### src/hdl/rgbe_pkg.sv
package rgbe_pkg;

    // Group kinds on the request channel
    localparam logic [1:0] CMD_PS   = 2'd0;
    localparam logic [1:0] CMD_RT   = 2'd1;
    localparam logic [1:0] CMD_CT   = 2'd2;
    localparam logic [1:0] CMD_NONE = 2'd3;

    // Configuration register indexes
    localparam int unsigned CFG_IDX_W = 3;
    localparam int unsigned CFG_DATA_W = 16;
    localparam logic [CFG_IDX_W-1:0] REG_PI  = 3'd0;
    localparam logic [CFG_IDX_W-1:0] REG_TP  = 3'd1;
    localparam logic [CFG_IDX_W-1:0] REG_PTY = 3'd2;
    localparam logic [CFG_IDX_W-1:0] REG_TA  = 3'd3;
    localparam logic [CFG_IDX_W-1:0] REG_MS  = 3'd4;
    localparam logic [CFG_IDX_W-1:0] REG_DI  = 3'd5;

    // Block positions within a group
    localparam logic [1:0] BLK_A = 2'd0;
    localparam logic [1:0] BLK_B = 2'd1;
    localparam logic [1:0] BLK_C = 2'd2;
    localparam logic [1:0] BLK_D = 2'd3;

    // Group type code and version, block B bits 15..11
    localparam logic [4:0] GT_0B = 5'b00001;
    localparam logic [4:0] GT_2A = 5'b00100;
    localparam logic [4:0] GT_4A = 5'b01000;

    // Offset words
    localparam logic [9:0] OFS_A  = 10'h0FC;
    localparam logic [9:0] OFS_B  = 10'h198;
    localparam logic [9:0] OFS_C  = 10'h168;
    localparam logic [9:0] OFS_CP = 10'h350;
    localparam logic [9:0] OFS_D  = 10'h1B4;

    // Generator x^10+x^8+x^7+x^5+x^4+x^3+1, feedback taps shifted into place
    localparam logic [9:0] CRC_POLY = 10'h1B8;

    // Day code arithmetic
    localparam logic [16:0] MJD_BASE   = 17'd14956;
    localparam logic [10:0] YEAR_DAYS4 = 11'd1461;
    localparam logic [16:0] YNEG_TERM  = 17'h1FE93; // -365 modulo 2^17

    typedef struct packed {
        logic [1:0]  cmd;
        logic [3:0]  segment;
        logic        text_ab;
        logic [31:0] chars;
        logic [4:0]  day;
        logic [4:0]  hour;
        logic [5:0]  minute;
        logic [5:0]  offs;
        logic [16:0] yterm;
        logic [8:0]  mterm;
    } s1_t;

    typedef struct packed {
        logic [1:0]  cmd;
        logic [3:0]  segment;
        logic        text_ab;
        logic [31:0] chars;
        logic [4:0]  hour;
        logic [5:0]  minute;
        logic [5:0]  offs;
        logic [16:0] dc;
    } s2_t;

    typedef struct packed {
        logic [3:0][15:0] data;
        logic [3:0][9:0]  crc;
        logic             c_prime;
    } s3_t;

    typedef struct packed {
        logic [3:0][25:0] blocks;
    } group_t;

    // Load handshake between the checkword pipeline and the serialiser
    typedef struct packed {
        logic   valid;
        group_t grp;
    } grp_load_t;

    // Eight steps of the checkword shift register, MSB of the byte first
    function automatic logic [9:0] crc_byte(input logic [9:0] crc_in, input logic [7:0] b);
        logic [9:0] c;
        logic       fb;
        c = crc_in;
        for (int i = 7; i >= 0; i--)
        begin
            fb = b[i] ^ c[9];
            c  = {c[8:0], fb} ^ (fb ? CRC_POLY : 10'h000);
        end
        return c;
    endfunction

    // trunc((month + 1 + 12L) * 30.6001), L set for January and February
    function automatic logic [8:0] month_term(input logic [3:0] month);
        logic [8:0] t;
        case (month)
            4'd0:    t = 9'd30;
            4'd1:    t = 9'd428;
            4'd2:    t = 9'd459;
            4'd3:    t = 9'd122;
            4'd4:    t = 9'd153;
            4'd5:    t = 9'd183;
            4'd6:    t = 9'd214;
            4'd7:    t = 9'd244;
            4'd8:    t = 9'd275;
            4'd9:    t = 9'd306;
            4'd10:   t = 9'd336;
            4'd11:   t = 9'd367;
            4'd12:   t = 9'd397;
            4'd13:   t = 9'd428;
            4'd14:   t = 9'd459;
            default: t = 9'd489;
        endcase
        return t;
    endfunction

endpackage

### src/hdl/rgbe_if.sv
interface rgbe_req_if;
    logic        valid;
    logic        ready;
    logic [1:0]  command;
    logic [3:0]  segment;
    logic        text_ab;
    logic [31:0] text_chars;
    logic [7:0]  year;
    logic [3:0]  month;
    logic [4:0]  day;
    logic [4:0]  hour;
    logic [5:0]  minute;
    logic signed [5:0] utc_offset;

    modport source (output valid, command, segment, text_ab, text_chars, year, month, day,
                    hour, minute, utc_offset, input ready);
    modport sink (input valid, command, segment, text_ab, text_chars, year, month, day,
                  hour, minute, utc_offset, output ready);
endinterface

interface rgbe_blk_if;
    logic        valid;
    logic        ready;
    logic [25:0] block_word;
    logic [1:0]  block_index;
    logic        last_block;

    modport source (output valid, block_word, block_index, last_block, input ready);
    modport sink (input valid, block_word, block_index, last_block, output ready);
endinterface

interface rgbe_cfg_if;
    logic                             valid;
    logic                             ready;
    logic [rgbe_pkg::CFG_IDX_W-1:0]   index;
    logic [rgbe_pkg::CFG_DATA_W-1:0]  data;

    modport source (output valid, index, data, input ready);
    modport sink (input valid, index, data, output ready);
endinterface

### src/hdl/rgbe_block_ser.sv
module rgbe_block_ser (
    input  logic               clk,
    input  logic               rst_n,
    input  rgbe_pkg::grp_load_t ld,
    output logic               ld_ready,
    rgbe_blk_if.source         blk
);
    import rgbe_pkg::*;

    logic       valid_reg, valid_next;
    logic [1:0] idx_reg, idx_next;
    group_t     grp_reg, grp_next;
    logic       take;

    assign take     = valid_reg && blk.ready;
    assign ld_ready = !valid_reg || (take && idx_reg == BLK_D);

    // Step through the four blocks; reload when empty or on the final beat
    always_comb
    begin
        valid_next = valid_reg;
        idx_next   = idx_reg;
        grp_next   = grp_reg;
        if (ld_ready)
        begin
            valid_next = ld.valid;
            idx_next   = BLK_A;
            if (ld.valid)
            begin
                grp_next = ld.grp;
            end
        end
        else if (take)
        begin
            idx_next = idx_reg + 2'd1;
        end
    end

    always_ff @(posedge clk or negedge rst_n)
    begin
        if (!rst_n)
        begin
            valid_reg <= 1'b0;
            idx_reg   <= BLK_A;
        end
        else
        begin
            valid_reg <= valid_next;
            idx_reg   <= idx_next;
        end
    end

    always_ff @(posedge clk)
    begin
        grp_reg <= grp_next;
    end

    assign blk.valid       = valid_reg;
    assign blk.block_word  = grp_reg.blocks[idx_reg];
    assign blk.block_index = idx_reg;
    assign blk.last_block  = (idx_reg == BLK_D);

endmodule

### src/hdl/rds_group_block_encoder.sv
// The first block of a group is offered once the request has passed stages 1 to 3 and is
// loaded in the serialiser; the one-block-per-beat output channel sends the four blocks
// back to back while ready; the pipeline takes a request every cycle until full.
// Requests with the unused command are taken and dropped, yielding no block.
// Reset (rst_n low, asynchronous) clears all stage valids and configuration registers
// to zero; no clearing pass follows.
module rds_group_block_encoder (
    input  logic        clk,
    input  logic        rst_n,
    rgbe_cfg_if.sink    cfg,
    rgbe_req_if.sink    req,
    rgbe_blk_if.source  blk
);
    import rgbe_pkg::*;

    // ------------------------------------------------------------------
    // Configuration registers; writes always accepted
    // ------------------------------------------------------------------
    logic [15:0] pi_reg,  pi_next;
    logic        tp_reg,  tp_next;
    logic [4:0]  pty_reg, pty_next;
    logic        ta_reg,  ta_next;
    logic        ms_reg,  ms_next;
    logic        di_reg,  di_next;

    assign cfg.ready = 1'b1;

    always_comb
    begin
        pi_next  = pi_reg;
        tp_next  = tp_reg;
        pty_next = pty_reg;
        ta_next  = ta_reg;
        ms_next  = ms_reg;
        di_next  = di_reg;
        if (cfg.valid)
        begin
            case (cfg.index)
                REG_PI:  pi_next  = cfg.data;
                REG_TP:  tp_next  = cfg.data[0];
                REG_PTY: pty_next = cfg.data[4:0];
                REG_TA:  ta_next  = cfg.data[0];
                REG_MS:  ms_next  = cfg.data[0];
                REG_DI:  di_next  = cfg.data[0];
                default: ; // indexes beyond the register list are dropped
            endcase
        end
    end

    always_ff @(posedge clk or negedge rst_n)
    begin
        if (!rst_n)
        begin
            pi_reg  <= '0;
            tp_reg  <= 1'b0;
            pty_reg <= '0;
            ta_reg  <= 1'b0;
            ms_reg  <= 1'b0;
            di_reg  <= 1'b0;
        end
        else
        begin
            pi_reg  <= pi_next;
            tp_reg  <= tp_next;
            pty_reg <= pty_next;
            ta_reg  <= ta_next;
            ms_reg  <= ms_next;
            di_reg  <= di_next;
        end
    end

    // ------------------------------------------------------------------
    // Stall chain: each stage advances when the one below has room
    // ------------------------------------------------------------------
    logic s1_valid_reg, s1_valid_next;
    logic s2_valid_reg, s2_valid_next;
    logic s3_valid_reg, s3_valid_next;
    logic s1_ready, s2_ready, s3_ready, ser_ready;

    assign s3_ready  = !s3_valid_reg || ser_ready;
    assign s2_ready  = !s2_valid_reg || s3_ready;
    assign s1_ready  = !s1_valid_reg || s2_ready;
    assign req.ready = s1_ready;

    // ------------------------------------------------------------------
    // Stage 1: capture the request, year and month terms of the day code.
    // (year - L) * 365.25 is exact as (year - L) * 1461 >> 2; the only
    // negative case, year zero in January or February, is -365.
    // ------------------------------------------------------------------
    s1_t         s1_reg, s1_next;
    logic        leap;
    logic        y_neg;
    logic [7:0]  y_adj;
    logic [18:0] y_prod;

    assign leap   = (req.month == 4'd1) || (req.month == 4'd2);
    assign y_neg  = leap && (req.year == 8'd0);
    assign y_adj  = req.year - {7'd0, leap};
    assign y_prod = {11'd0, y_adj} * {8'd0, YEAR_DAYS4};

    always_comb
    begin
        s1_next.cmd     = req.command;
        s1_next.segment = req.segment;
        s1_next.text_ab = req.text_ab;
        s1_next.chars   = req.text_chars;
        s1_next.day     = req.day;
        s1_next.hour    = req.hour;
        s1_next.minute  = req.minute;
        s1_next.offs    = req.utc_offset;
        s1_next.yterm   = y_neg ? YNEG_TERM : y_prod[18:2];
        s1_next.mterm   = month_term(req.month);
    end

    // Drop the unused command at the door
    assign s1_valid_next = s1_ready ? (req.valid && req.command != CMD_NONE) : s1_valid_reg;

    always_ff @(posedge clk)
    begin
        if (s1_ready && req.valid)
        begin
            s1_reg <= s1_next;
        end
    end

    // ------------------------------------------------------------------
    // Stage 2: sum the day code modulo 2^17
    // ------------------------------------------------------------------
    s2_t s2_reg, s2_next;

    always_comb
    begin
        s2_next.cmd     = s1_reg.cmd;
        s2_next.segment = s1_reg.segment;
        s2_next.text_ab = s1_reg.text_ab;
        s2_next.chars   = s1_reg.chars;
        s2_next.hour    = s1_reg.hour;
        s2_next.minute  = s1_reg.minute;
        s2_next.offs    = s1_reg.offs;
        s2_next.dc      = MJD_BASE + {12'd0, s1_reg.day} + s1_reg.yterm
                          + {8'd0, s1_reg.mterm};
    end

    assign s2_valid_next = s2_ready ? s1_valid_reg : s2_valid_reg;

    always_ff @(posedge clk)
    begin
        if (s2_ready && s1_valid_reg)
        begin
            s2_reg <= s2_next;
        end
    end

    // ------------------------------------------------------------------
    // Stage 3: assemble the four data words, checkword over the high byte
    // ------------------------------------------------------------------
    s3_t s3_reg, s3_next;
    logic [3:0][15:0] d;
    logic             c_prime;

    always_comb
    begin
        d[BLK_A] = pi_reg;
        c_prime  = 1'b0;
        case (s2_reg.cmd)
            CMD_PS:
            begin
                d[BLK_B] = {GT_0B, tp_reg, pty_reg, ta_reg, ms_reg, di_reg,
                            s2_reg.segment[1:0]};
                d[BLK_C] = pi_reg;
                d[BLK_D] = s2_reg.chars[31:16];
                c_prime  = 1'b1;
            end
            CMD_RT:
            begin
                d[BLK_B] = {GT_2A, tp_reg, pty_reg, s2_reg.text_ab, s2_reg.segment};
                d[BLK_C] = s2_reg.chars[31:16];
                d[BLK_D] = s2_reg.chars[15:0];
            end
            CMD_CT:
            begin
                d[BLK_B] = {GT_4A, tp_reg, pty_reg, 3'b000, s2_reg.dc[16:15]};
                d[BLK_C] = {s2_reg.dc[14:0], s2_reg.hour[4]};
                d[BLK_D] = {s2_reg.hour[3:0], s2_reg.minute, s2_reg.offs};
            end
            default:
            begin
                d[BLK_B] = '0;
                d[BLK_C] = '0;
                d[BLK_D] = '0;
            end
        endcase
    end

    always_comb
    begin
        s3_next.data    = d;
        s3_next.c_prime = c_prime;
        for (int k = 0; k < 4; k++)
        begin
            s3_next.crc[k] = crc_byte(10'h000, d[k][15:8]);
        end
    end

    assign s3_valid_next = s3_ready ? s2_valid_reg : s3_valid_reg;

    always_ff @(posedge clk)
    begin
        if (s3_ready && s2_valid_reg)
        begin
            s3_reg <= s3_next;
        end
    end

    always_ff @(posedge clk or negedge rst_n)
    begin
        if (!rst_n)
        begin
            s1_valid_reg <= 1'b0;
            s2_valid_reg <= 1'b0;
            s3_valid_reg <= 1'b0;
        end
        else
        begin
            s1_valid_reg <= s1_valid_next;
            s2_valid_reg <= s2_valid_next;
            s3_valid_reg <= s3_valid_next;
        end
    end

    // ------------------------------------------------------------------
    // Stage 4: finish the checkword over the low byte, add the offsets,
    // hand the group to the serialiser which doubles as output register
    // ------------------------------------------------------------------
    grp_load_t        ld;
    logic [3:0][9:0]  ofs;

    assign ofs[BLK_A] = OFS_A;
    assign ofs[BLK_B] = OFS_B;
    assign ofs[BLK_C] = s3_reg.c_prime ? OFS_CP : OFS_C;
    assign ofs[BLK_D] = OFS_D;

    always_comb
    begin
        ld.valid = s3_valid_reg;
        for (int k = 0; k < 4; k++)
        begin
            ld.grp.blocks[k] = {s3_reg.data[k],
                                crc_byte(s3_reg.crc[k], s3_reg.data[k][7:0]) ^ ofs[k]};
        end
    end

    rgbe_block_ser u_ser (
        .clk      (clk),
        .rst_n    (rst_n),
        .ld       (ld),
        .ld_ready (ser_ready),
        .blk      (blk)
    );

endmodule

### src/flat_wrapper.sv
// flat-port wrapper written by rule: the top's interface ports become plain ports
module rds_group_block_encoder_flat import rgbe_pkg::*;
  (clk, rst_n, cfg_valid, cfg_index, cfg_data, cfg_ready, req_valid, req_command, req_segment, req_text_ab, req_text_chars, req_year, req_month, req_day, req_hour, req_minute, req_utc_offset, req_ready, blk_valid, blk_block_word, blk_block_index, blk_last_block, blk_ready);
  rgbe_cfg_if cfg_i ();
  rgbe_req_if req_i ();
  rgbe_blk_if blk_i ();
  input  logic clk;
  input  logic rst_n;
  input wire logic [$bits(cfg_i.valid)-1:0] cfg_valid;
  input wire logic [$bits(cfg_i.index)-1:0] cfg_index;
  input wire logic [$bits(cfg_i.data)-1:0] cfg_data;
  output wire logic [$bits(cfg_i.ready)-1:0] cfg_ready;
  input wire logic [$bits(req_i.valid)-1:0] req_valid;
  input wire logic [$bits(req_i.command)-1:0] req_command;
  input wire logic [$bits(req_i.segment)-1:0] req_segment;
  input wire logic [$bits(req_i.text_ab)-1:0] req_text_ab;
  input wire logic [$bits(req_i.text_chars)-1:0] req_text_chars;
  input wire logic [$bits(req_i.year)-1:0] req_year;
  input wire logic [$bits(req_i.month)-1:0] req_month;
  input wire logic [$bits(req_i.day)-1:0] req_day;
  input wire logic [$bits(req_i.hour)-1:0] req_hour;
  input wire logic [$bits(req_i.minute)-1:0] req_minute;
  input wire logic [$bits(req_i.utc_offset)-1:0] req_utc_offset;
  output wire logic [$bits(req_i.ready)-1:0] req_ready;
  output wire logic [$bits(blk_i.valid)-1:0] blk_valid;
  output wire logic [$bits(blk_i.block_word)-1:0] blk_block_word;
  output wire logic [$bits(blk_i.block_index)-1:0] blk_block_index;
  output wire logic [$bits(blk_i.last_block)-1:0] blk_last_block;
  input wire logic [$bits(blk_i.ready)-1:0] blk_ready;
  assign cfg_i.valid = cfg_valid;
  assign cfg_i.index = cfg_index;
  assign cfg_i.data = cfg_data;
  assign cfg_ready = cfg_i.ready;
  assign req_i.valid = req_valid;
  assign req_i.command = req_command;
  assign req_i.segment = req_segment;
  assign req_i.text_ab = req_text_ab;
  assign req_i.text_chars = req_text_chars;
  assign req_i.year = req_year;
  assign req_i.month = req_month;
  assign req_i.day = req_day;
  assign req_i.hour = req_hour;
  assign req_i.minute = req_minute;
  assign req_i.utc_offset = req_utc_offset;
  assign req_ready = req_i.ready;
  assign blk_valid = blk_i.valid;
  assign blk_block_word = blk_i.block_word;
  assign blk_block_index = blk_i.block_index;
  assign blk_last_block = blk_i.last_block;
  assign blk_i.ready = blk_ready;
  rds_group_block_encoder u_core (.clk(clk), .rst_n(rst_n), .cfg(cfg_i), .req(req_i), .blk(blk_i));
endmodule
### config.mk
export PLATFORM = sky130hd
export DESIGN_NAME = rds_group_block_encoder_flat
export DESIGN_NICKNAME = d
export VERILOG_FILES = /design/src/hdl/rgbe_pkg.sv /design/src/hdl/rgbe_if.sv /design/src/hdl/rgbe_block_ser.sv /design/src/hdl/rds_group_block_encoder.sv /design/src/flat_wrapper.sv
export SDC_FILE = /design/constraint.sdc
export NUM_CORES = 1
export LEC_CHECK = 0
export CORE_MARGIN = 1
export CORE_UTILIZATION = 60
export CTS_BUF_LIST = sky130_fd_sc_hd__clkbuf_4
export DETAILED_ROUTE_END_ITERATION = 16
export DONT_BUFFER_PORTS = 1
export HOLD_SLACK_MARGIN = 0.03
export MAX_ROUTING_LAYER = met4
export PLACE_DENSITY = 0.88
export SYNTH_ARGS = -nofsm -noshare
export SYNTH_HDL_FRONTEND = slang
export SYNTH_SLANG_ARGS = --single-unit
### constraint.sdc
create_clock -name clk -period 5.9 [get_ports clk]
set_input_delay 0.59 -clock clk [delete_from_list [all_inputs] [get_ports clk]]
set_output_delay 0.59 -clock clk [all_outputs]
set_load 0.1 [all_outputs]
==> results_dict.tcl, run 1 <==
set metrics [dict create \
    timing.reg2reg.setup_slack_ns 2.01 \
    largest_register_ff_count 102 \
    power.ir.vdd_worst_uv 261 \
    slew_violations 0 \
    die-area_um2 31800 \
    floorplan.initialDensity_pct 61.0 \
    routabilityCongestion 0.891 \
    finish.instance_area_um2 21400 \
    cts_hold_buf 86 \
    cts_root_buf "sky130_fd_sc_hd__clkbuf_4" \
    initial_antenna_violation_count 1 \
    vias 10845 \
    drt-wirelength-per-cell_um 21.4 \
    seqCellArea_um2 11700 \
    cts_buffer_depth 3 \
    crit_chain "inv_1, ha_1, nor2_1, nor3_1, ha_1, ha_1, inv_1, nor3_1, xor2_1, ha_1, buf_4, ha_1, fa_1, inv_1, fa_1, inv_1, ha_1, a21o_1, a21oi_1, o21ai_0, buf_4, a31oi_1, xor2_1, nand2_1" \
    track_usage_pct 27.1 \
    detailedPlacementHpwl_um 26900 \
    synth.net_count 1453 \
    cp_peak_stage_delay_ns 0.52 \
    sink_of_the_worst_hold_path "u_core.s1_reg[2]" \
    floorplan.die.height_um 178 \
    routed_wl_um 40700 \
    arrival_ns 5.84 \
    netlist-cell-type-count 54 \
    rsz0062_at_grt "no" \
    min_period_ns 5.40 \
    cts_inserted_buffers 95 \
    clock-sinks 395 \
    cp_max_fo 5 \
    finalSetupViolCount 0 \
    die_width_um 178 \
    drc_errors 0 \
    grt-ovfl-total 0 \
    postSynthCellCount 1246 \
    min_period_over_period_pct 91.5 \
    placedInstanceArea_um2 19200 \
    area_of_the_core_um2 30600 \
    pwr_density_cell_nw_per_um2 568 \
    total_power_mw 12.2 \
    synthesis.area_um2 18700 \
    critical-path-top-cell-by-count "sky130_fd_sc_hd__ha_1" \
    worst_margin_pin_slew_ns 1.17 \
    n_fill_cell 1931 \
    critical_path_sink_type "register" \
    vias_in_the_first_global_route 11189 \
    finalNetCount 1628 \
    length_of_the_first_detailed_routing_pass_in_iterations 9 \
    setup.worst_path.start_class "input port" \
    area_growth_pct 14.5 \
    tritoncts_clock_tree "built" \
    setup-tns-final_ns 0 \
    cts-resized-gates 0 \
    num_rows 64 \
    routed_via_density 5.71 \
    critical_path.reg2reg.endpoint "u_core.s1_reg[34]" \
    outcome "complete, no violations" \
    ff2ff_path_depth 6 \
    setup_ws_ns 0.504 \
    ys_async_sr_fraction_pct 7.85 \
    ys_ff_latch 395 \
    critical_path.reg2reg.startpoint "u_core.u_ser.blk.block_index[0]" \
    hold_depth 1 \
    drtIter0Drc 1166 \
    clkLatencyLatePin_ns 0.79 \
    max-slew-margin-rel_pct 21.7 \
    timing.critical_path.required_ns 6.35 \
    placement.setup.worst_slack_ns -0.0443 \
    core_util_final_pct 69.9 \
    final-hold-violation-count 0 \
    max_cap_violations 0 \
    timing.hold.worst.start "req_month[3]" \
    criticalPathCategory "input port to register" \
    edff_count_synth 364 \
    cts_htree_levels 3 \
    worst_path_max_delay_cell "sky130_fd_sc_hd__fa_1" \
    synth-main-ff-cell "sky130_fd_sc_hd__edfxtp_1" \
    synth_sequential_area_ratio_pct 62.7 \
    drive_gt1_share_pct 15.9 \
    max_freq_mhz 185 \
    drt.antenna.violating_nets 0 \
    buffers_added_on_ports 0 \
    multi_input_area_um2 6460 \
    syn-mean-instance-area_um2 15.0 \
    cts_setup_buffers 0 \
    grt_max_degree 84 \
    synth.yosys.warnings 0 \
    min_path_type "input port to register" \
    static-leakage-power_nw 8.00 \
    global_route_wire_length_before_repair_um 61700 \
    finalClockSkew_ns 0.0772 \
    ioPinCount 129 \
    cts.reportedPaths.clkPinSlew_ns 0.08 \
]
[worst max path at each step]
stage,slack [ns],depth (start not counted),end,startpoint
3_5_place_dp,-0.04,23,u_core.s1_reg[25],req_month[0]
5_1_grt,0.30,24,u_core.s1_reg[21],req_month[0]
2_1_floorplan,0.15,4,u_core.s1_reg[0],u_core.u_ser.blk.block_index[0]
3_3_place_gp,0.12,22,u_core.s1_reg[24],req_month[0]
6_report,0.50,24,u_core.s1_reg[21],req_month[0]
4_1_cts,0.77,24,u_core.s1_reg[21],req_month[0]
[cells in the mapped netlist (4+ instances only)]
| master | number | area, µm² |
|---|---|---|
| sky130_fd_sc_hd__o21ai_0 | 21 | 105 |
| sky130_fd_sc_hd__fa_1 | 33 | 661 |
| sky130_fd_sc_hd__nand2b_1 | 11 | 68.8 |
| sky130_fd_sc_hd__nor3_1 | 13 | 65.1 |
| sky130_fd_sc_hd__mux4_2 | 24 | 541 |
| sky130_fd_sc_hd__xnor2_1 | 187 | 1640 |
| sky130_fd_sc_hd__mux2_2 | 26 | 293 |
| sky130_fd_sc_hd__nor3b_1 | 4 | 30.0 |
| sky130_fd_sc_hd__nor2b_1 | 5 | 31.3 |
| sky130_fd_sc_hd__edfxtp_1 | 364 | 10900 |
| sky130_fd_sc_hd__mux2i_1 | 7 | 70.1 |
| sky130_fd_sc_hd__o21a_1 | 4 | 30.0 |
| sky130_fd_sc_hd__clkbuf_1 | 25 | 93.8 |
| sky130_fd_sc_hd__xor2_1 | 54 | 473 |
| sky130_fd_sc_hd__a222oi_1 | 32 | 320 |
| sky130_fd_sc_hd__dfrtp_1 | 31 | 776 |
| sky130_fd_sc_hd__a21oi_1 | 19 | 95.1 |
| sky130_fd_sc_hd__buf_1 | 4 | 15.0 |
| sky130_fd_sc_hd__nand3_1 | 7 | 35.0 |
| sky130_fd_sc_hd__ha_1 | 77 | 963 |
| sky130_fd_sc_hd__inv_1 | 102 | 383 |
| sky130_fd_sc_hd__and2_1 | 16 | 100 |
| sky130_fd_sc_hd__nand2_1 | 34 | 128 |
| sky130_fd_sc_hd__a21o_1 | 14 | 105 |
| sky130_fd_sc_hd__nor2_1 | 81 | 304 |
[where the power goes]
group          internal [mW]  total [mW]  switching (mW)
Sequential              4.14        4.42           0.281
Clock                   1.15        2.30            1.15
Combinational           1.97        5.43            3.46
Total                   7.26        12.2            4.89
[through the flow]
stage	hold slack (ns)	instances
after floorplan	0.294	1246
after global placement	0.295	1634
after detailed placement	0.295	1634
after CTS	0.0357	1897
after global routing	0.0321	1898
final	0.0864	1898
[cell usage in the layout, fill, tap and decap left out, drive strengths merged, types with 4 or more instances in the layout]
cell / count
buf: 26
mux4: 24
clkinv: 40
edfxtp: 364
nor3b: 4
nor2b: 5
nand2: 34
a21o: 14
and2: 16
mux2i: 7
mux2: 26
o21a: 4
inv: 105
dfrtp: 31
nand2b: 11
nand3: 7
nor3: 13
xor2: 54
o21ai: 23
dlygate4sd3: 85
clkbuf: 132
nor2: 81
xnor2: 189
a222oi: 32
ha: 77
a21oi: 19
fa: 33
[kinds of logic (layout without fill, tap and decap cells)]
family | after synthesis | in the layout | share of synthesized area, %
flops | 395 | 395 | 62.7
xor+xnor | 244 | 244 | 11.6
simple gates | 190 | 190 | 4.81
buf+inv | 135 | 390 | 2.83
compound gates | 114 | 114 | 4.49
fa+ha+maj | 110 | 110 | 8.70
mux | 57 | 57 | 4.84
other cells | 1 | 2 | 0.0201
[critical path: cells and delay by family]
| kind | cells | cell delay, ns |
|---|---|---|
| simple gates | 4 | 0.68 |
| buf+inv | 6 | 0.62 |
| fa+ha+maj | 8 | 2.63 |
| compound gates | 4 | 0.83 |
| xor+xnor | 2 | 0.49 |
[cell type report]
cell class	instances	share of cell area, %
tap	396	2.32
clock inverter	45	1.30
antenna	1	0.0117
sequential	395	54.8
timing repair buffer	111	4.95
clock buffer	132	4.63
inverter	102	1.79
multi-input combinational	716	30.2
[layer usage]
| metal | track usage [%] | share of wire, % |
|---|---|---|
| met2 | 45.4 | 51 |
| met4 | 11.3 | 3.2 |
| met3 | 5.54 | 7.3 |
| met5 | - | 0 |
| met1 | 32.1 | 38 |
Power figures use the tool's default switching activity.
==> inputs of run 2 (changes only) <==
- PLACE_DENSITY: 0.88 -> 0.75
- SLEW_MARGIN: not set -> 15
==> run 2 against run 1 <==
Clock power grew 8%. Largest power group unchanged. First-iteration DRC count shrank 24%. Worst setup slack gained 0.17 ns. Hold slack gained 0.014 ns. Combinational power shrank 3%. Via count shrank 3.1%.
==> results_dict.tcl, run 2 (same netlist as run 1, synthesis figures left out) <==
set metrics [dict create \
    length_of_the_first_detailed_routing_pass_in_iterations 7 \
    max_freq_mhz 192 \
    criticalPathCategory "input port to register" \
    vias_in_the_first_global_route 10622 \
    cts_root_buf "sky130_fd_sc_hd__clkbuf_4" \
    timing.critical_path.required_ns 6.35 \
    rsz0062_at_grt "no" \
    critical_path_sink_type "register" \
    min_period_ns 5.22 \
    drt.antenna.violating_nets 0 \
    arrival_ns 5.67 \
    drive_gt1_share_pct 16.7 \
    floorplan.initialDensity_pct 61.0 \
    finish.instance_area_um2 21500 \
    tritoncts_clock_tree "built" \
    slew_violations 0 \
    crit_chain "inv_1, ha_1, nor2_1, nor3_1, buf_4, ha_1, nand2_1, nor4_1, xor2_1, ha_1, inv_1, fa_1, fa_1, fa_1, inv_1, ha_1, a2111oi_0, o21ai_0, a31oi_1, a21oi_1, mux2_2" \
    multi_input_area_um2 6460 \
    critical-path-top-cell-by-count "sky130_fd_sc_hd__ha_1" \
    clock-sinks 395 \
    power.ir.vdd_worst_uv 365 \
    outcome "complete, no violations" \
    area_of_the_core_um2 30600 \
    clkLatencyLatePin_ns 0.75 \
    drtIter0Drc 887 \
    routed_wl_um 37700 \
    min_period_over_period_pct 88.5 \
    final_cell_mix "364 x sky130_fd_sc_hd__edfxtp_1, 187 x sky130_fd_sc_hd__xnor2_1, 149 x sky130_fd_sc_hd__clkbuf_4" \
    drt-wirelength-per-cell_um 19.8 \
    cts.reportedPaths.clkPinSlew_ns 0.06 \
    global_route_wire_length_before_repair_um 58000 \
    min_path_type "input port to register" \
    placedInstanceArea_um2 19200 \
    worst_margin_pin_slew_ns 1.10 \
    worst_path_max_delay_cell "sky130_fd_sc_hd__fa_1" \
    cts_htree_levels 3 \
    routabilityCongestion 0.895 \
    n_fill_cell 2043 \
    max-slew-margin-rel_pct 26.6 \
    seqCellArea_um2 11700 \
    cts_inserted_buffers 97 \
    vias 10514 \
    static-leakage-power_nw 8.08 \
    num_rows 64 \
    die-area_um2 31800 \
    finalSetupViolCount 0 \
    grt_max_degree 88 \
    initial_antenna_violation_count 4 \
    cts_buffer_depth 3 \
    grt-ovfl-total 0 \
    drc_errors 0 \
    buffers_added_on_ports 0 \
    pwr_density_cell_nw_per_um2 566 \
    die_width_um 178 \
    area_growth_pct 15.2 \
    placement.setup.worst_slack_ns 0.124 \
    floorplan.die.height_um 178 \
    layout_commonest_cell "sky130_fd_sc_hd__edfxtp_1" \
    cp_max_fo 5 \
    setup.worst_path.start_class "input port" \
    cp_peak_stage_delay_ns 0.52 \
    ioPinCount 129 \
    setup-tns-final_ns 0 \
    routed_via_density 5.52 \
    finalNetCount 1628 \
    track_usage_pct 25.5 \
    detailedPlacementHpwl_um 25900 \
    setup_ws_ns 0.678 \
    finalClockSkew_ns 0.0670 \
    max_cap_violations 0 \
    largest_register_ff_count 102 \
    final-hold-violation-count 0 \
]
run 2: cell types whose count changed in the layout (fill, tap and decap cells not counted), moves of 3 or more:
cell,previous run,this run
sky130_fd_sc_hd__bufinv_16,2,6
sky130_fd_sc_hd__clkbuf_4,132,149
sky130_fd_sc_hd__clkinv_1,32,23
sky130_fd_sc_hd__diode_2,1,4
run 2: critical path: cells and delay by family:
kind	cells	cell delay, ns
compound gates	4	1.11
fa+ha+maj	7	2.47
simple gates	4	0.54
mux	1	0.27
xor+xnor	1	0.28
buf+inv	4	0.40
run 2: metrics by stage:
step | utilization (%) | power (mW) | cells | hold slack (ns)
finish | 70.3 | 12.2 | 1905 | 0.101
global route | 70.3 | 12.9 | 1905 | 0.0472
CTS | 70.3 | 12.3 | 1901 | 0.0355
detailed placement | 62.8 | 9.71 | 1632 | 0.295
global placement | 62.8 | 9.62 | 1632 | 0.295
floorplan | - | 8.77 | 1246 | 0.294
run 2: cell type report:
class | instances | area share [%]
antenna | 4 | 0.0465
clock buffer | 149 | 5.20
clock inverter | 34 | 1.35
inverter | 102 | 1.78
multi-input combinational | 716 | 30.0
sequential | 395 | 54.4
tap | 396 | 2.30
timing repair buffer | 109 | 4.85
run 2: metal layers:
layer	track usage, %	vias to the layer above	wire length, µm
met3	5.43	59	2570
met4	8.47	0	669
met1	31.2	5091	15000
met5	-	-	0
li1	-	4928	-
met2	42.1	436	19500
run 2: final timing paths:
path	slack [ns]	startpoint	cells after the start	endpoint
worst max-delay path	0.68	req_month[0]	21	u_core.s1_reg[25]
worst min-delay path	0.10	blk_ready	2	u_core.u_ser.blk.block_index[1]
worst max register to register	2.01	u_core.u_ser.blk.block_index[0]	6	u_core.s1_reg[22]
worst min register to register	0.37	u_core.s1_reg[48]	0	u_core.s2_reg[34]
max in group asynchronous	5.30	rst_n	2	u_core.pi_reg[15]
min in group asynchronous	0.36	rst_n	2	u_core.pi_reg[5]
run 2: what timing repair did:
item / in CTS / in global routing
resized for setup: 0 / 0
hold buffers: 86 / 0
buffers inserted: 0 / 0
endpoints found under the hold margin: 128 / 0
setup endpoints to repair: 0 / 0
run 2: where the power goes:
group          switching (mW)  internal (mW)  total, mW
clock                    1.06           1.42       2.48
combinational            3.32           1.96       5.28
sequential              0.278           4.14       4.42
total                    4.66           7.52       12.2
==> inputs of run 3 (changes only) <==
- ABC_AREA: not set -> 1
==> run 3 against run 2 <==
Clock-buffer cell count decreased by 15. Synthesized cell count increased by 52%. Critical path depth is 2 higher. Maximum frequency rose by 4.6%. Clock skew increased by 0.0098 ns. Worst setup slack improved by 0.23 ns. Global-route usage grew 2.9 points. Routed wire length up 23%. Critical endpoint is now u_core.s1_reg[20].
==> results_dict.tcl, run 3 <==
set metrics [dict create \
    synth_top_area_share_pct 53.7 \
    critical-path-top-cell-by-count "sky130_fd_sc_hd__inv_1" \
    floorplan.initialDensity_pct 60.9 \
    clock-sinks 395 \
    postSynthCellCount 1897 \
    num_rows 67 \
    die_width_um 186 \
    worst_margin_pin_slew_ns 1.21 \
    arrival_ns 5.53 \
    die-area_um2 34700 \
    setup.worst_path.start_class "input port" \
    max_freq_mhz 200 \
    ioPinCount 129 \
    global_route_wire_length_before_repair_um 71100 \
    setup-tns-final_ns 0 \
    muxShareOfSynthArea_pct 0.553 \
    finalClockSkew_ns 0.0768 \
    worst_path_max_delay_cell "sky130_fd_sc_hd__fa_1" \
    min_period_over_period_pct 84.6 \
    area_of_the_core_um2 33400 \
    netlist_top_cells_area "sky130_fd_sc_hd__edfxtp_1 54%, sky130_fd_sc_hd__nand2_1 8.6%, sky130_fd_sc_hd__inv_1 4.8%, sky130_fd_sc_hd__ha_1 4.7%, sky130_fd_sc_hd__xor2_1 4.6%" \
    outcome "complete, no violations" \
    synth-main-ff-cell "sky130_fd_sc_hd__edfxtp_1" \
    synthesis.area_um2 20400 \
    detailedPlacementHpwl_um 33100 \
    biggest_area_consumer_among_synthesized_cells "sky130_fd_sc_hd__edfxtp_1" \
    buffers_added_on_ports 0 \
    crit_chain "inv_1, ha_1, o21ai_0, inv_1, ha_1, nand2_1, nor2_1, xor2_1, ha_1, inv_1, fa_1, inv_1, fa_1, inv_1, fa_1, inv_1, ha_1, a21o_1, a31oi_1, o21ai_0, a21boi_0, or2_2, nand3_1" \
    length_of_the_first_detailed_routing_pass_in_iterations 6 \
    track_usage_pct 28.4 \
    rsz0062_at_grt "no" \
    cp_max_fo 5 \
    syn-mean-instance-area_um2 10.7 \
    cts-resized-gates 0 \
    critical_path_sink_type "register" \
    area_growth_pct 14.1 \
    final-hold-violation-count 0 \
    ys_ff_latch 395 \
    netlist-cell-type-count 49 \
    min_period_ns 4.99 \
    max-slew-margin-rel_pct 19.6 \
    cts_buffer_depth 3 \
    layout_commonest_cell "sky130_fd_sc_hd__nand2_1" \
    routed_wl_um 46500 \
    yosys.area_share.simple_pct 14.6 \
    ys_top_cells_by_count "465 x sky130_fd_sc_hd__nand2_1, 364 x sky130_fd_sc_hd__edfxtp_1, 259 x sky130_fd_sc_hd__inv_1" \
    synth.yosys.warnings 0 \
    edff_count_synth 364 \
    hold_slack_ns 0.0747 \
    grt-ovfl-total 0 \
    vias_in_the_first_global_route 13621 \
    largest_register_ff_count 102 \
    synth_adder_area_share_pct 7.97 \
    finalSetupViolCount 0 \
    timing.critical_path.required_ns 6.44 \
    cp_peak_stage_delay_ns 0.52 \
    slew_violations 0 \
    drt.antenna.violating_nets 0 \
    cts.reportedPaths.clkPinSlew_ns 0.07 \
    synth_sequential_area_ratio_pct 57.5 \
    drive_gt1_share_pct 12.1 \
    criticalPathCategory "input port to register" \
    cts_root_buf "sky130_fd_sc_hd__clkbuf_4" \
    floorplan.die.height_um 186 \
    cts_htree_levels 3 \
    synth.most_common_cell "sky130_fd_sc_hd__nand2_1" \
    synth_compound_gate_area_share_pct 4.87 \
    min_path_type "input port to register" \
    final_cell_count_no_fill 2598 \
    synth_xor_xnor_area_share_pct 8.66 \
    final_cell_mix "465 x sky130_fd_sc_hd__nand2_1, 364 x sky130_fd_sc_hd__edfxtp_1, 257 x sky130_fd_sc_hd__inv_1" \
    grt_max_degree 72 \
    ys_async_sr_fraction_pct 7.85 \
    combinational_family_with_the_most_area_after_synthesis "simple AND/OR/NAND/NOR gates" \
    drc_errors 0 \
    finalNetCount 2279 \
    clkLatencyLatePin_ns 0.80 \
    vias 13795 \
    dp.cells 2331 \
    drtIter0Drc 873 \
    tritoncts_clock_tree "built" \
    cts_inserted_buffers 98 \
    routed_via_density 5.31 \
    routabilityCongestion 0.874 \
    max_cap_violations 0 \
    drt-wirelength-per-cell_um 17.9 \
    initial_antenna_violation_count 6 \
    synth.net_count 2104 \
]
## run 3: cell types whose count changed in the layout (fill, tap and decap cells not counted), moves of 15 or more
| cell | change |
|---|---|
| sky130_fd_sc_hd__a222oi_1 | -32 |
| sky130_fd_sc_hd__clkbuf_4 | -15 |
| sky130_fd_sc_hd__inv_1 | +155 |
| sky130_fd_sc_hd__mux2_2 | -16 |
| sky130_fd_sc_hd__mux4_2 | -24 |
| sky130_fd_sc_hd__nand2_1 | +431 |
| sky130_fd_sc_hd__nand3_1 | +113 |
| sky130_fd_sc_hd__o21ai_0 | +81 |
| sky130_fd_sc_hd__o22ai_2 | +24 |
| sky130_fd_sc_hd__xnor2_1 | -129 |
| sky130_fd_sc_hd__xor2_1 | +52 |
## run 3: cell type report
| cell class | count | area (µm²) |
|---|---|---|
| Inverter | 266 | 1000 |
| Clock buffer | 134 | 1010 |
| Fill cell | 2397 | 10200 |
| Antenna cell | 9 | 22.5 |
| Tap cell | 448 | 561 |
| Timing Repair Buffer | 113 | 1090 |
| Sequential cell | 395 | 11700 |
| Multi-Input combinational cell | 1198 | 7640 |
| Clock inverter | 35 | 204 |
## run 3: logic make-up (layout without fill, tap and decap cells)
| family | count (synthesis) | after routing |
|---|---|---|
| other | 1 | 10 |
| buffers and inverters | 304 | 548 |
| AO/OA/AOI/OAI | 179 | 179 |
| adder cells (fa/ha/maj) | 110 | 110 |
| AND/OR/NAND/NOR | 716 | 716 |
| multiplexers | 10 | 10 |
| flip-flops | 395 | 395 |
| XOR/XNOR | 182 | 182 |
## run 3: repair_timing
action	in CTS	in global routing
buffers inserted	0	0
hold buffers	89	0
hold endpoints to repair	122	0
## run 3: worst max-delay path: cells and delay by family
family,cells,cell delay [ns]
buffers and inverters,6,0.34
xor gates and xnor gates,1,0.37
AOI/OAI and AO/OA,5,1.24
and+or+nand+nor,4,0.40
adders and majority gates,7,2.56
## run 3: final timing paths
| kind | startpoint | to | slack [ns] | depth (start not counted) |
|---|---|---|---|---|
| max | req_month[0] | u_core.s1_reg[20] | 0.91 | 23 |
| min | cfg_index[1] | u_core.ta_reg | 0.07 | 3 |
| max reg2reg | u_core.u_ser.blk.block_index[1] | u_core.s1_reg[5] | 1.70 | 11 |
| min reg2reg | u_core.s1_reg[83] | u_core.s2_reg[69] | 0.34 | 0 |
| max in group asynchronous | rst_n | u_core.pi_reg[8] | 5.41 | 2 |
| min in group asynchronous | rst_n | u_core.pty_reg[3] | 0.24 | 2 |
## run 3: per-stage QoR
step	utilization, %	cell area, µm²	setup slack, ns
2_1_floorplan	-	20400	0.425
3_3_place_gp	63.1	21100	0.132
3_5_place_dp	63.1	21100	0.00453
4_1_cts	69.4	23200	0.870
5_1_grt	69.5	23200	0.474
6_report	69.5	23200	0.909
## run 3: per-layer routing
| metal | part of all wire, % | vias up | track usage (%) |
|---|---|---|---|
| li1 | - | 6705 | - |
| met1 | 40 | 6507 | 32.6 |
| met2 | 50 | 471 | 47.6 |
| met3 | 6.6 | 112 | 6.19 |
| met4 | 4.0 | 0 | 13.3 |
| met5 | 0 | - | - |
Power of run 3 is not shown: default switching activity piles up to over one toggle a cycle in this logic, so the estimate is an artifact.
